### src/hw/rtl/ldpd_pkg.sv
// shared constants, types and the crc-8 step for the lidar packet deframer
// no dependencies; imported by ldpd_ctrl, ldpd_datapath and the top level
`default_nettype none

package ldpd_pkg;

   // packet geometry
   localparam int unsigned POINTS_PER_PACKET = 12;
   localparam int unsigned PKT_LEN = 11 + 3 * POINTS_PER_PACKET;
   localparam int unsigned POS_W = $clog2(PKT_LEN);
   localparam int unsigned ROW_W = $clog2(POINTS_PER_PACKET);

   localparam logic [POS_W-1:0] SPEED_POS = POS_W'(2);
   localparam logic [POS_W-1:0] START_POS = POS_W'(4);
   localparam logic [POS_W-1:0] POINT_POS = POS_W'(6);
   localparam logic [POS_W-1:0] END_POS = POS_W'(6 + 3 * POINTS_PER_PACKET);
   localparam logic [POS_W-1:0] CRC_POS = POS_W'(PKT_LEN - 1);
   localparam logic [ROW_W-1:0] LAST_ROW = ROW_W'(POINTS_PER_PACKET - 1);

   // framing bytes and crc polynomial
   localparam logic [7:0] HEADER_BYTE = 8'h54;
   localparam logic [7:0] VERLEN_BYTE = 8'h2C;
   localparam logic [7:0] CRC_POLY = 8'h4D;

   // angle interpolation: floor(i * diff / ANGLE_DIV) by reciprocal multiply
   localparam int unsigned FULL_TURN = 36000;
   localparam int unsigned ANGLE_DIV = POINTS_PER_PACKET - 1;
   localparam int unsigned DIV_W = $clog2(ANGLE_DIV + 1);
   localparam int unsigned X_W = DIV_W + 18;
   localparam int unsigned MUL_SHIFT = X_W;
   localparam int unsigned RECIP_W = X_W + 1;
   localparam int unsigned PROD_W = X_W + RECIP_W;
   localparam int unsigned QD_W = 18;
   localparam int unsigned ANG_W = 19;
   localparam longint unsigned RECIP_VAL =
      ((64'd1 << MUL_SHIFT) + ANGLE_DIV - 1) / ANGLE_DIV;
   localparam logic [RECIP_W-1:0] RECIP_K = RECIP_W'(RECIP_VAL);
   localparam logic [DIV_W-1:0] DIV_K = DIV_W'(ANGLE_DIV);
   localparam logic [X_W-1:0] X_OFFSET = X_W'(ANGLE_DIV * 65536);
   localparam logic [X_W-1:0] X_TURN = X_W'(FULL_TURN);
   localparam logic [X_W-1:0] X_HIGH = X_W'(FULL_TURN + ANGLE_DIV * 65536);

   // configuration registers
   localparam int unsigned CSR_IDX_W = 1;
   localparam logic [CSR_IDX_W-1:0] CSR_WRAP_LOW = 1'b0;
   localparam logic [CSR_IDX_W-1:0] CSR_WRAP_HIGH = 1'b1;
   localparam logic [15:0] WRAP_LOW_RESET = 16'd2000;
   localparam logic [15:0] WRAP_HIGH_RESET = 16'd34000;

   // controller states
   typedef enum logic [3:0] {
      ST_HUNT,
      ST_VERLEN,
      ST_COLLECT,
      ST_MUL,
      ST_FIX,
      ST_READ,
      ST_CALC,
      ST_SHOW,
      ST_ERROR
   } ldpd_state_type;

   // controller to datapath
   typedef struct packed {
      logic hdr_take;
      logic verlen_take;
      logic body_take;
      logic pkt_take;
      logic err_load;
      logic mul;
      logic fix;
      logic load_point;
      logic point_next;
   } ldpd_cmd_type;

   // datapath to controller
   typedef struct packed {
      logic is_header;
      logic is_verlen;
      logic crc_ok;
      logic at_crc_byte;
      logic at_last_point;
   } ldpd_status_type;

   // one byte of crc-8, msb first
   function automatic logic [7:0] crc8_update(input logic [7:0] crc, input logic [7:0] data);
      logic [7:0] c;
      c = crc ^ data;
      for (int k = 0; k < 8; k++) begin
         c = c[7] ? ((c << 1) ^ CRC_POLY) : (c << 1);
      end
      return c;
   endfunction

endpackage

`default_nettype wire

### src/hw/rtl/ldpd_ctrl.sv
// controller state machine: byte framing, divide sequencing and point emission
// depends on ldpd_pkg
`default_nettype none

module ldpd_ctrl
   import ldpd_pkg::*;
(
   input  wire logic            clock,
   input  wire logic            reset,
   input  wire logic            req_valid,
   output logic                 req_stall,
   output logic                 rsp_valid,
   input  wire logic            rsp_stall,
   input  wire ldpd_status_type status,
   output ldpd_cmd_type         cmd
);

   ldpd_state_type state_ff;
   ldpd_state_type state_in;
   logic           take;
   logic           give;

   assign take = req_valid && !req_stall;
   assign give = rsp_valid && !rsp_stall;

   // state register
   always_ff @(posedge clock) begin
      if (reset) begin
         state_ff <= ST_HUNT;
      end else begin
         state_ff <= state_in;
      end
   end

   // next state
   always_comb begin
      state_in = state_ff;
      unique case (state_ff)
         ST_HUNT: begin
            if (take && status.is_header) state_in = ST_VERLEN;
         end
         ST_VERLEN: begin
            if (take) state_in = status.is_verlen ? ST_COLLECT : ST_HUNT;
         end
         ST_COLLECT: begin
            if (take && status.at_crc_byte) state_in = status.crc_ok ? ST_MUL : ST_ERROR;
         end
         ST_MUL:  state_in = ST_FIX;
         ST_FIX:  state_in = ST_READ;
         ST_READ: state_in = ST_CALC;
         ST_CALC: state_in = ST_SHOW;
         ST_SHOW: begin
            if (give) state_in = status.at_last_point ? ST_HUNT : ST_READ;
         end
         ST_ERROR: begin
            if (give) state_in = ST_HUNT;
         end
         default: state_in = ST_HUNT;
      endcase
   end

   // outputs; stall is low in the byte states, so valid alone marks a taken byte
   always_comb begin
      cmd       = '0;
      req_stall = 1'b1;
      rsp_valid = 1'b0;
      unique case (state_ff)
         ST_HUNT: begin
            req_stall    = 1'b0;
            cmd.hdr_take = req_valid && status.is_header;
         end
         ST_VERLEN: begin
            req_stall       = 1'b0;
            cmd.verlen_take = req_valid && status.is_verlen;
         end
         ST_COLLECT: begin
            req_stall     = 1'b0;
            cmd.body_take = req_valid && !status.at_crc_byte;
            cmd.pkt_take  = req_valid && status.at_crc_byte && status.crc_ok;
            cmd.err_load  = req_valid && status.at_crc_byte && !status.crc_ok;
         end
         ST_MUL:  cmd.mul = 1'b1;
         ST_FIX:  cmd.fix = 1'b1;
         ST_READ: begin
         end
         ST_CALC: cmd.load_point = 1'b1;
         ST_SHOW: begin
            rsp_valid      = 1'b1;
            cmd.point_next = !rsp_stall;
         end
         ST_ERROR: rsp_valid = 1'b1;
         default: begin
         end
      endcase
   end

endmodule

`default_nettype wire

### src/hw/rtl/ldpd_datapath.sv
// datapath: crc, packet field capture, point memory, angle divide and result words
// depends on ldpd_pkg
`default_nettype none

module ldpd_datapath
   import ldpd_pkg::*;
(
   input  wire logic                 clock,
   input  wire logic                 reset,
   input  wire ldpd_cmd_type         cmd,
   output ldpd_status_type           status,
   input  wire logic [7:0]           rx_byte,
   input  wire logic                 csr_we,
   input  wire logic [CSR_IDX_W-1:0] csr_index,
   input  wire logic [15:0]          csr_wdata,
   output logic                      rsp_status,
   output logic [3:0]                rsp_point_index,
   output logic [15:0]               rsp_angle,
   output logic [15:0]               rsp_distance,
   output logic [7:0]                rsp_intensity,
   output logic [15:0]               rsp_motor_speed,
   output logic                      rsp_scan_end,
   output logic                      rsp_last
);

   // configuration
   logic [15:0] wrap_low_ff;
   logic [15:0] wrap_high_ff;

   // framing
   logic [7:0]       crc_ff,  crc_in;
   logic [POS_W-1:0] pos_ff,  pos_in;
   logic [1:0]       col_ff,  col_in;
   logic [ROW_W-1:0] row_ff,  row_in;
   logic [7:0]       dist_lo_ff;
   logic [7:0]       dist_hi_ff;
   logic [15:0]      speed_ff;
   logic [15:0]      start_ff;
   logic [15:0]      end_ff;
   logic             in_points;

   // point memory: {intensity, distance hi, distance lo}
   logic [23:0] pts_mem [POINTS_PER_PACKET];
   logic [23:0] rd_data_ff;

   // scan tracking
   logic [1:0]  pis_ff;
   logic [1:0]  pis_inc;
   logic [15:0] prev_end_ff;
   logic        wrap_ff;
   logic        wrap_in;

   // divide
   logic [X_W-1:0]    t_off;
   logic [X_W-1:0]    x_ff, x_in;
   logic [PROD_W-1:0] prod_ff;
   logic [X_W-1:0]    quo;
   logic [X_W:0]      quo_mul;
   logic [X_W:0]      rem;
   logic [X_W-1:0]    quo_fix;
   logic [X_W:0]      qd_wide;
   logic [DIV_W-1:0]  rd_in;
   logic [QD_W-1:0]   qd_ff;
   logic [DIV_W-1:0]  rd_ff;

   // interpolation accumulator
   logic [QD_W-1:0]  qacc_ff;
   logic [DIV_W-1:0] racc_ff;
   logic [DIV_W:0]   rsum;
   logic             carry;
   logic [ANG_W-1:0] ang_sum;
   logic [ANG_W-1:0] ang_fix;
   logic             last_pt;

   // status to controller
   assign status.is_header     = (rx_byte == HEADER_BYTE);
   assign status.is_verlen     = (rx_byte == VERLEN_BYTE);
   assign status.crc_ok        = (crc_ff == rx_byte);
   assign status.at_crc_byte   = (pos_ff == CRC_POS);
   assign status.at_last_point = (row_ff == LAST_ROW);

   // configuration writes
   always_ff @(posedge clock) begin
      if (reset) begin
         wrap_low_ff  <= WRAP_LOW_RESET;
         wrap_high_ff <= WRAP_HIGH_RESET;
      end else if (csr_we) begin
         unique case (csr_index)
            CSR_WRAP_LOW:  wrap_low_ff  <= csr_wdata;
            CSR_WRAP_HIGH: wrap_high_ff <= csr_wdata;
            default: begin
            end
         endcase
      end
   end

   // byte position, crc and point row counters
   assign in_points = (pos_ff >= POINT_POS) && (pos_ff < END_POS);

   always_comb begin
      crc_in = crc_ff;
      pos_in = pos_ff;
      col_in = col_ff;
      row_in = row_ff;
      priority if (cmd.hdr_take) begin
         crc_in = crc8_update(8'h00, rx_byte);
         pos_in = POS_W'(1);
      end else if (cmd.verlen_take) begin
         crc_in = crc8_update(crc_ff, rx_byte);
         pos_in = POS_W'(2);
         col_in = 2'd0;
         row_in = '0;
      end else if (cmd.body_take) begin
         crc_in = crc8_update(crc_ff, rx_byte);
         pos_in = pos_ff + POS_W'(1);
         if (in_points) begin
            if (col_ff == 2'd2) begin
               col_in = 2'd0;
               row_in = row_ff + ROW_W'(1);
            end else begin
               col_in = col_ff + 2'd1;
            end
         end
      end else if (cmd.fix) begin
         row_in = '0;
      end else if (cmd.point_next) begin
         row_in = row_ff + ROW_W'(1);
      end
   end

   always_ff @(posedge clock) begin
      if (reset) begin
         crc_ff <= 8'h00;
         pos_ff <= POS_W'(1);
         col_ff <= 2'd0;
         row_ff <= '0;
      end else begin
         crc_ff <= crc_in;
         pos_ff <= pos_in;
         col_ff <= col_in;
         row_ff <= row_in;
      end
   end

   // fixed packet fields
   always_ff @(posedge clock) begin
      if (cmd.body_take) begin
         if (pos_ff == SPEED_POS)              speed_ff[7:0]  <= rx_byte;
         if (pos_ff == SPEED_POS + POS_W'(1))  speed_ff[15:8] <= rx_byte;
         if (pos_ff == START_POS)              start_ff[7:0]  <= rx_byte;
         if (pos_ff == START_POS + POS_W'(1))  start_ff[15:8] <= rx_byte;
         if (pos_ff == END_POS)                end_ff[7:0]    <= rx_byte;
         if (pos_ff == END_POS + POS_W'(1))    end_ff[15:8]   <= rx_byte;
         if (in_points && col_ff == 2'd0)      dist_lo_ff     <= rx_byte;
         if (in_points && col_ff == 2'd1)      dist_hi_ff     <= rx_byte;
      end
   end

   // point memory, one row per point
   always_ff @(posedge clock) begin
      if (cmd.body_take && in_points && col_ff == 2'd2) begin
         pts_mem[row_ff] <= {rx_byte, dist_hi_ff, dist_lo_ff};
      end
      rd_data_ff <= pts_mem[row_ff];
   end

   // revolution wrap on a good packet
   assign pis_inc = (pis_ff < 2'd2) ? pis_ff + 2'd1 : pis_ff;
   assign wrap_in = (pis_inc == 2'd2) && (end_ff < wrap_low_ff) && (prev_end_ff > wrap_high_ff);

   always_ff @(posedge clock) begin
      if (reset) begin
         pis_ff      <= 2'd0;
         prev_end_ff <= 16'd0;
         wrap_ff     <= 1'b0;
      end else if (cmd.pkt_take) begin
         wrap_ff <= wrap_in;
         if (wrap_in) begin
            pis_ff <= 2'd0;
         end else begin
            pis_ff      <= pis_inc;
            prev_end_ff <= end_ff;
         end
      end
   end

   // span to the end angle, offset so the dividend stays positive
   assign t_off = X_W'(end_ff) + X_HIGH - X_W'(start_ff);
   assign x_in  = (t_off > X_HIGH) ? t_off - X_TURN : t_off;

   // reciprocal multiply, then one correction step
   assign quo     = prod_ff[MUL_SHIFT +: X_W];
   assign quo_mul = (X_W + 1)'(quo * DIV_K);
   assign rem     = {1'b0, x_ff} - quo_mul;

   always_comb begin
      if (rem[X_W]) begin
         quo_fix = quo - X_W'(1);
         rd_in   = DIV_W'(rem + (X_W + 1)'(DIV_K));
      end else begin
         quo_fix = quo;
         rd_in   = rem[DIV_W-1:0];
      end
   end

   assign qd_wide = {1'b0, quo_fix} - {1'b0, X_W'(65536)};

   always_ff @(posedge clock) begin
      if (cmd.pkt_take) x_ff <= x_in;
      if (cmd.mul) prod_ff <= PROD_W'(x_ff) * PROD_W'(RECIP_K);
      if (cmd.fix) begin
         qd_ff <= qd_wide[QD_W-1:0];
         rd_ff <= rd_in;
      end
   end

   // running floor(i * diff / div) as quotient and remainder
   assign rsum  = {1'b0, racc_ff} + {1'b0, rd_ff};
   assign carry = (rsum >= {1'b0, DIV_K});

   always_ff @(posedge clock) begin
      if (cmd.fix) begin
         qacc_ff <= '0;
         racc_ff <= '0;
      end else if (cmd.point_next) begin
         qacc_ff <= qacc_ff + qd_ff + QD_W'(carry);
         racc_ff <= carry ? DIV_W'(rsum - {1'b0, DIV_K}) : rsum[DIV_W-1:0];
      end
   end

   // point angle with one turn folded back
   assign ang_sum = ANG_W'(start_ff) + {qacc_ff[QD_W-1], qacc_ff};
   assign ang_fix = ($signed(ang_sum) >= $signed(ANG_W'(FULL_TURN)))
                    ? ang_sum - ANG_W'(FULL_TURN) : ang_sum;
   assign last_pt = (row_ff == LAST_ROW);

   // result word register
   always_ff @(posedge clock) begin
      if (cmd.err_load) begin
         rsp_status      <= 1'b1;
         rsp_point_index <= 4'd0;
         rsp_angle       <= 16'd0;
         rsp_distance    <= 16'd0;
         rsp_intensity   <= 8'd0;
         rsp_motor_speed <= 16'd0;
         rsp_scan_end    <= 1'b0;
         rsp_last        <= 1'b1;
      end else if (cmd.load_point) begin
         rsp_status      <= 1'b0;
         rsp_point_index <= 4'(row_ff);
         rsp_angle       <= ang_fix[15:0];
         rsp_distance    <= rd_data_ff[15:0];
         rsp_intensity   <= rd_data_ff[23:16];
         rsp_motor_speed <= speed_ff;
         rsp_scan_end    <= last_pt && wrap_ff;
         rsp_last        <= last_pt;
      end
   end

endmodule

`default_nettype wire

### src/hw/rtl/lidar_packet_deframer_crc_points.sv
// lidar packet deframer: one byte word per cycle while framing a 47-byte packet.
// after the crc byte: angle divide setup (multiply, then correction), then per point
// a memory read, angle compute and result register step plus any rsp_stall; 12 points.
// a crc mismatch gives one error word the cycle after the crc byte.
// no byte is taken while a packet's words are being sent.
// synchronous active-high reset: hunting for header, config at 2000/34000.
`default_nettype none

module lidar_packet_deframer_crc_points
   import ldpd_pkg::*;
(
   input  wire logic                 clock,
   input  wire logic                 reset,
   input  wire logic                 req_valid,
   output logic                      req_stall,
   input  wire logic [7:0]           req_rx_byte,
   output logic                      rsp_valid,
   input  wire logic                 rsp_stall,
   output logic                      rsp_status,
   output logic [3:0]                rsp_point_index,
   output logic [15:0]               rsp_angle,
   output logic [15:0]               rsp_distance,
   output logic [7:0]                rsp_intensity,
   output logic [15:0]               rsp_motor_speed,
   output logic                      rsp_scan_end,
   output logic                      rsp_last,
   input  wire logic                 csr_valid,
   output logic                      csr_ready,
   input  wire logic [CSR_IDX_W-1:0] csr_index,
   input  wire logic [15:0]          csr_wdata
);

   ldpd_cmd_type    cmd;
   ldpd_status_type status;

   // registers are always writable
   assign csr_ready = 1'b1;

   // controller
   ldpd_ctrl u_ctrl (
      .clock     (clock),
      .reset     (reset),
      .req_valid (req_valid),
      .req_stall (req_stall),
      .rsp_valid (rsp_valid),
      .rsp_stall (rsp_stall),
      .status    (status),
      .cmd       (cmd)
   );

   // datapath
   ldpd_datapath u_datapath (
      .clock           (clock),
      .reset           (reset),
      .cmd             (cmd),
      .status          (status),
      .rx_byte         (req_rx_byte),
      .csr_we          (csr_valid && csr_ready),
      .csr_index       (csr_index),
      .csr_wdata       (csr_wdata),
      .rsp_status      (rsp_status),
      .rsp_point_index (rsp_point_index),
      .rsp_angle       (rsp_angle),
      .rsp_distance    (rsp_distance),
      .rsp_intensity   (rsp_intensity),
      .rsp_motor_speed (rsp_motor_speed),
      .rsp_scan_end    (rsp_scan_end),
      .rsp_last        (rsp_last)
   );

endmodule

`default_nettype wire
### config.mk
export PLATFORM = sky130hd
export DESIGN_NAME = lidar_packet_deframer_crc_points
export DESIGN_NICKNAME = d
export VERILOG_FILES = /design/src/hw/rtl/ldpd_pkg.sv /design/src/hw/rtl/ldpd_ctrl.sv /design/src/hw/rtl/ldpd_datapath.sv /design/src/hw/rtl/lidar_packet_deframer_crc_points.sv
export SDC_FILE = /design/constraint.sdc
export NUM_CORES = 2
export LEC_CHECK = 0
export ABC_AREA = 1
export BUFFER_PORTS_ARGS = -buffer_cell sky130_fd_sc_hd__buf_2
export CORE_MARGIN = 2
export CORE_UTILIZATION = 45
export CTS_CLUSTER_DIAMETER = 50
export DETAILED_ROUTE_END_ITERATION = 6
export RECOVER_POWER = 100
export SLEW_MARGIN = 10
export SYNTH_ARGS = -nofsm -noshare
export SYNTH_HDL_FRONTEND = slang
export SYNTH_HIERARCHICAL = 1
export SYNTH_SLANG_ARGS = --single-unit
### constraint.sdc
create_clock -name clock -period 12.35 [get_ports clock]
set_input_delay 0.6175 -clock clock [delete_from_list [all_inputs] [get_ports clock]]
set_output_delay 0.6175 -clock clock [all_outputs]
set_load 0.05 [all_outputs]
==> metrics.cfg <==
[status]
status = finished, violations left
violations = max-capacitance violations, max-slew violations

[place]
gp_congestion = 0.8852
io_buffers = 94
dp_hpwl_um = 63670
placed_area_um2 = 38070
place_ws_ns = 6.428
dpl.cell_count = 4885

[power]
max-vdd-ir-drop_uv = 123.6
p_per_area_nw_per_um2 = 164.0
p_leak_uw = 0.01768

[timing]
finalCritPeriodShare_pct = 66.03
setup_violations = 0
worst_slew_pin_slew_ns = 4.168
grt_setup_unrepaired = no
relSlewSlack_pct = -177.9
fin_crit_ns = 8.155
fin_ws_ns = 4.195
finalSetupTns_ns = 0
finalClockSkew_ns = 0.05300
maxSlewViolCount = 773
finalHoldViolations = 0
max_freq_mhz = 122.6

[yosys]
ys_seq_area_share_pct = 44.22
synthesis.nets = 4367
synth.distinct_cells = 63
synth_area_um2 = 36380
synth-seq-cells = 597
yosys_warnings = 6
netlist.area_leader.share_pct = 34.09
synth_area_leaders = edfxtp_1, ha_1, dfxtp_1
synth_top_cell_by_area = edfxtp_1
syn-mean-instance-area_um2 = 9.570
syn_inst = 3801

[critical_path]
crit_arrival_ns = 8.65
cp_slowest_stage_delay_ns = 2.45
worstSetupStartpointType = flop
timing.critical_path.mode_cell = clkbuf_1
critPathTopFamily = buffers and inverters
crit_slowest_cell = dfxtp_1
crit_fanout = 95
worst-path-buf-inv = 3
endpoint_kind = flop
cp.required_ns = 12.84
path_class = reg -> reg
crit_chain = clkbuf_1 > inv_4 > clkbuf_1 > o21ai_0 > o22ai_1 > nand2_1 > nand3_1

[global_route]
grt_max_degree = 96
globalRouteMet2Util_pct = 36.72
grt_pass1_wl_um = 140700
grt_pass1_vias = 25036
grt_overflow = 0
grtUsageMet3_pct = 3.697
grt.total_usage_pct = 21.87
antenna_found_initial = 4
grt.busiest_layer = met2
grtUsageMet1_pct = 29.00

[clocking]
clk_path_buf_depth = 3
clkTransAtPathRegs_ns = 0.06
cts_resized = 0
ctsRootBufferMaster = clkbuf_16
clk-insertion-delay-late_ns = 0.65
postCtsHoldBufs = 0
cts.sinks = 597
numCtsBuffers = 73
cts_setup_buffers = 0
cts_tree = done
h-tree-depth = 3

[die]
coreArea_um2 = 80290
start_util_pct = 45.31
io_pins = 96
die_w_um = 288.3
fp-row-count = 104
dieHeight_um = 288.3
die_area_um2 = 83130

[final_layout]
layout_commonest_cell = inv_1
drive_above_1_share_pct = 5.455
syn_to_final_growth_pct = 11.03
fin_area_um2 = 40390
layout.nets = 4466
post-route-util_pct = 50.31
finalNonFillerCells = 5022
final_cell_mix = inv_1, nand2_1, edfxtp_1, nor2_1, ha_1

[drt]
drt_pre_antenna_iters = 5
drt_wl_total_um = 90940
vias_per_cell = 5.201
drt-initial-drc-count = 1772
drc = 0
detail-route-antenna-nets = 0
vias = 26118
wl_per_cell_um = 18.11

[worst_hold_path]
min_path_type = in -> reg

[job]
max_cap_violations = 24

==> cells by family (layout without fill, tap and decap cells) <==
family / count (synthesis) / in the layout / share of synthesized area (%)
simple gates: 1211 / 1211 / 13.84
buf+inv: 701 / 860 / 7.333
compound gates: 646 / 646 / 9.758
flops: 597 / 597 / 44.22
fa+ha+maj: 536 / 536 / 22.19
xor+xnor: 108 / 108 / 2.642
other cells: 2 / 4 / 0.02064
==> worst min-delay path, delay by kind of cell <==
family	cells	cell delay (ns)
AOI/OAI and AO/OA	1	0.06
and+or+nand+nor	1	0.05
buffers and inverters	1	0.09
==> registers in the layout (all words and copies together), names as in the netlist, 16 cells and up <==
signal / flops
u_datapath/end_ff: 16
u_datapath/prev_end_ff: 16
u_datapath/prod_ff: 19
u_datapath/pts_mem: 288
u_datapath/qacc_ff: 18
u_datapath/qd_ff: 18
u_datapath/rd_data_ff: 24
u_datapath/rsp_angle: 16
u_datapath/rsp_distance: 16
u_datapath/rsp_motor_speed: 16
u_datapath/speed_ff: 16
u_datapath/start_ff: 16
u_datapath/wrap_high_ff: 16
u_datapath/wrap_low_ff: 16
u_datapath/x_ff: 20
==> final timing paths <==
kind                                                   startpoint                                           to  slack, ns  cells after the start
worst min register to register  u_datapath/speed_ff[14]$_DFFE_PP_  u_datapath/rsp_motor_speed[14]$_SDFFE_PP0P_       0.45                      2
worst min-delay path                                 csr_wdata[9]       u_datapath/wrap_low_ff[9]$_SDFFE_PP1P_       0.21                      3
worst max-delay path            u_datapath/row_ff[0]$_SDFFE_PP0P_            u_datapath/rd_data_ff[23]$_DFF_P_       4.20                      7
worst max register to register  u_datapath/row_ff[0]$_SDFFE_PP0P_            u_datapath/rd_data_ff[23]$_DFF_P_       4.20                      7
==> area by class of cell <==
type / instances / area (µm²)
antenna: 2 / 5.005
clock buffer: 93 / 1982
clock inverter: 42 / 571.8
fill: 7448 / 39900
inverter: 594 / 2232
multi-input combinational: 2503 / 17630
sequential: 597 / 16090
tap: 1060 / 1326
timing repair buffer: 131 / 559.3
==> metrics by stage <==
stage / hold slack, ns / total power [µW]
6_report: 0.2143 / 6622
5_1_grt: 0.2086 / 7009
4_1_cts: 0.1803 / 6693
2_1_floorplan: 0.4244 / 3982
3_5_place_dp: 0.4395 / 4480
3_3_place_gp: 0.4228 / 4464
==> cell usage after synthesis, drive strengths merged <==
master and instances:
a211oi 4, a21boi 2, a21o 8, a21oi 171
a221oi 1, a22o 1, a22oi 1, a311oi 1
a31o 1, a31oi 16, a32o 5, a41oi 1
and2 2, and3 2, buf 16, clkbuf 91
clkinv 3, conb 2, dfxtp 184, edfxtp 413
fa 182, ha 354, inv 591, nand2 546
nand3 147, nand3b 8, nand4 27, nor2 427
nor3 27, nor3b 1, nor4 9, o2111ai 1
o211ai 16, o21a 11, o21ai 321, o21bai 6
o221a 1, o221ai 2, o22ai 72, o31ai 4
or2 12, or4 3, xnor2 32, xor2 76
==> report_power, final <==
part           internal, µW  switching (µW)  total [µW]  leakage (µW)
clock                  1300             901        2200       0.00123
combinational           559            1360        1920        0.0112
sequential             2350             151        2500       0.00524
total                  4210            2420        6620        0.0177
==> layer usage <==
layer | wire length [µm] | share of wire, % | vias to the layer above
li1 | - | - | 12861
met1 | 39980 | 44 | 12562
met2 | 43520 | 48 | 575
met3 | 5078 | 5.6 | 120
met4 | 2356 | 2.6 | 0
met5 | 0 | 0 | -
(Power assumes the default switching activity.)
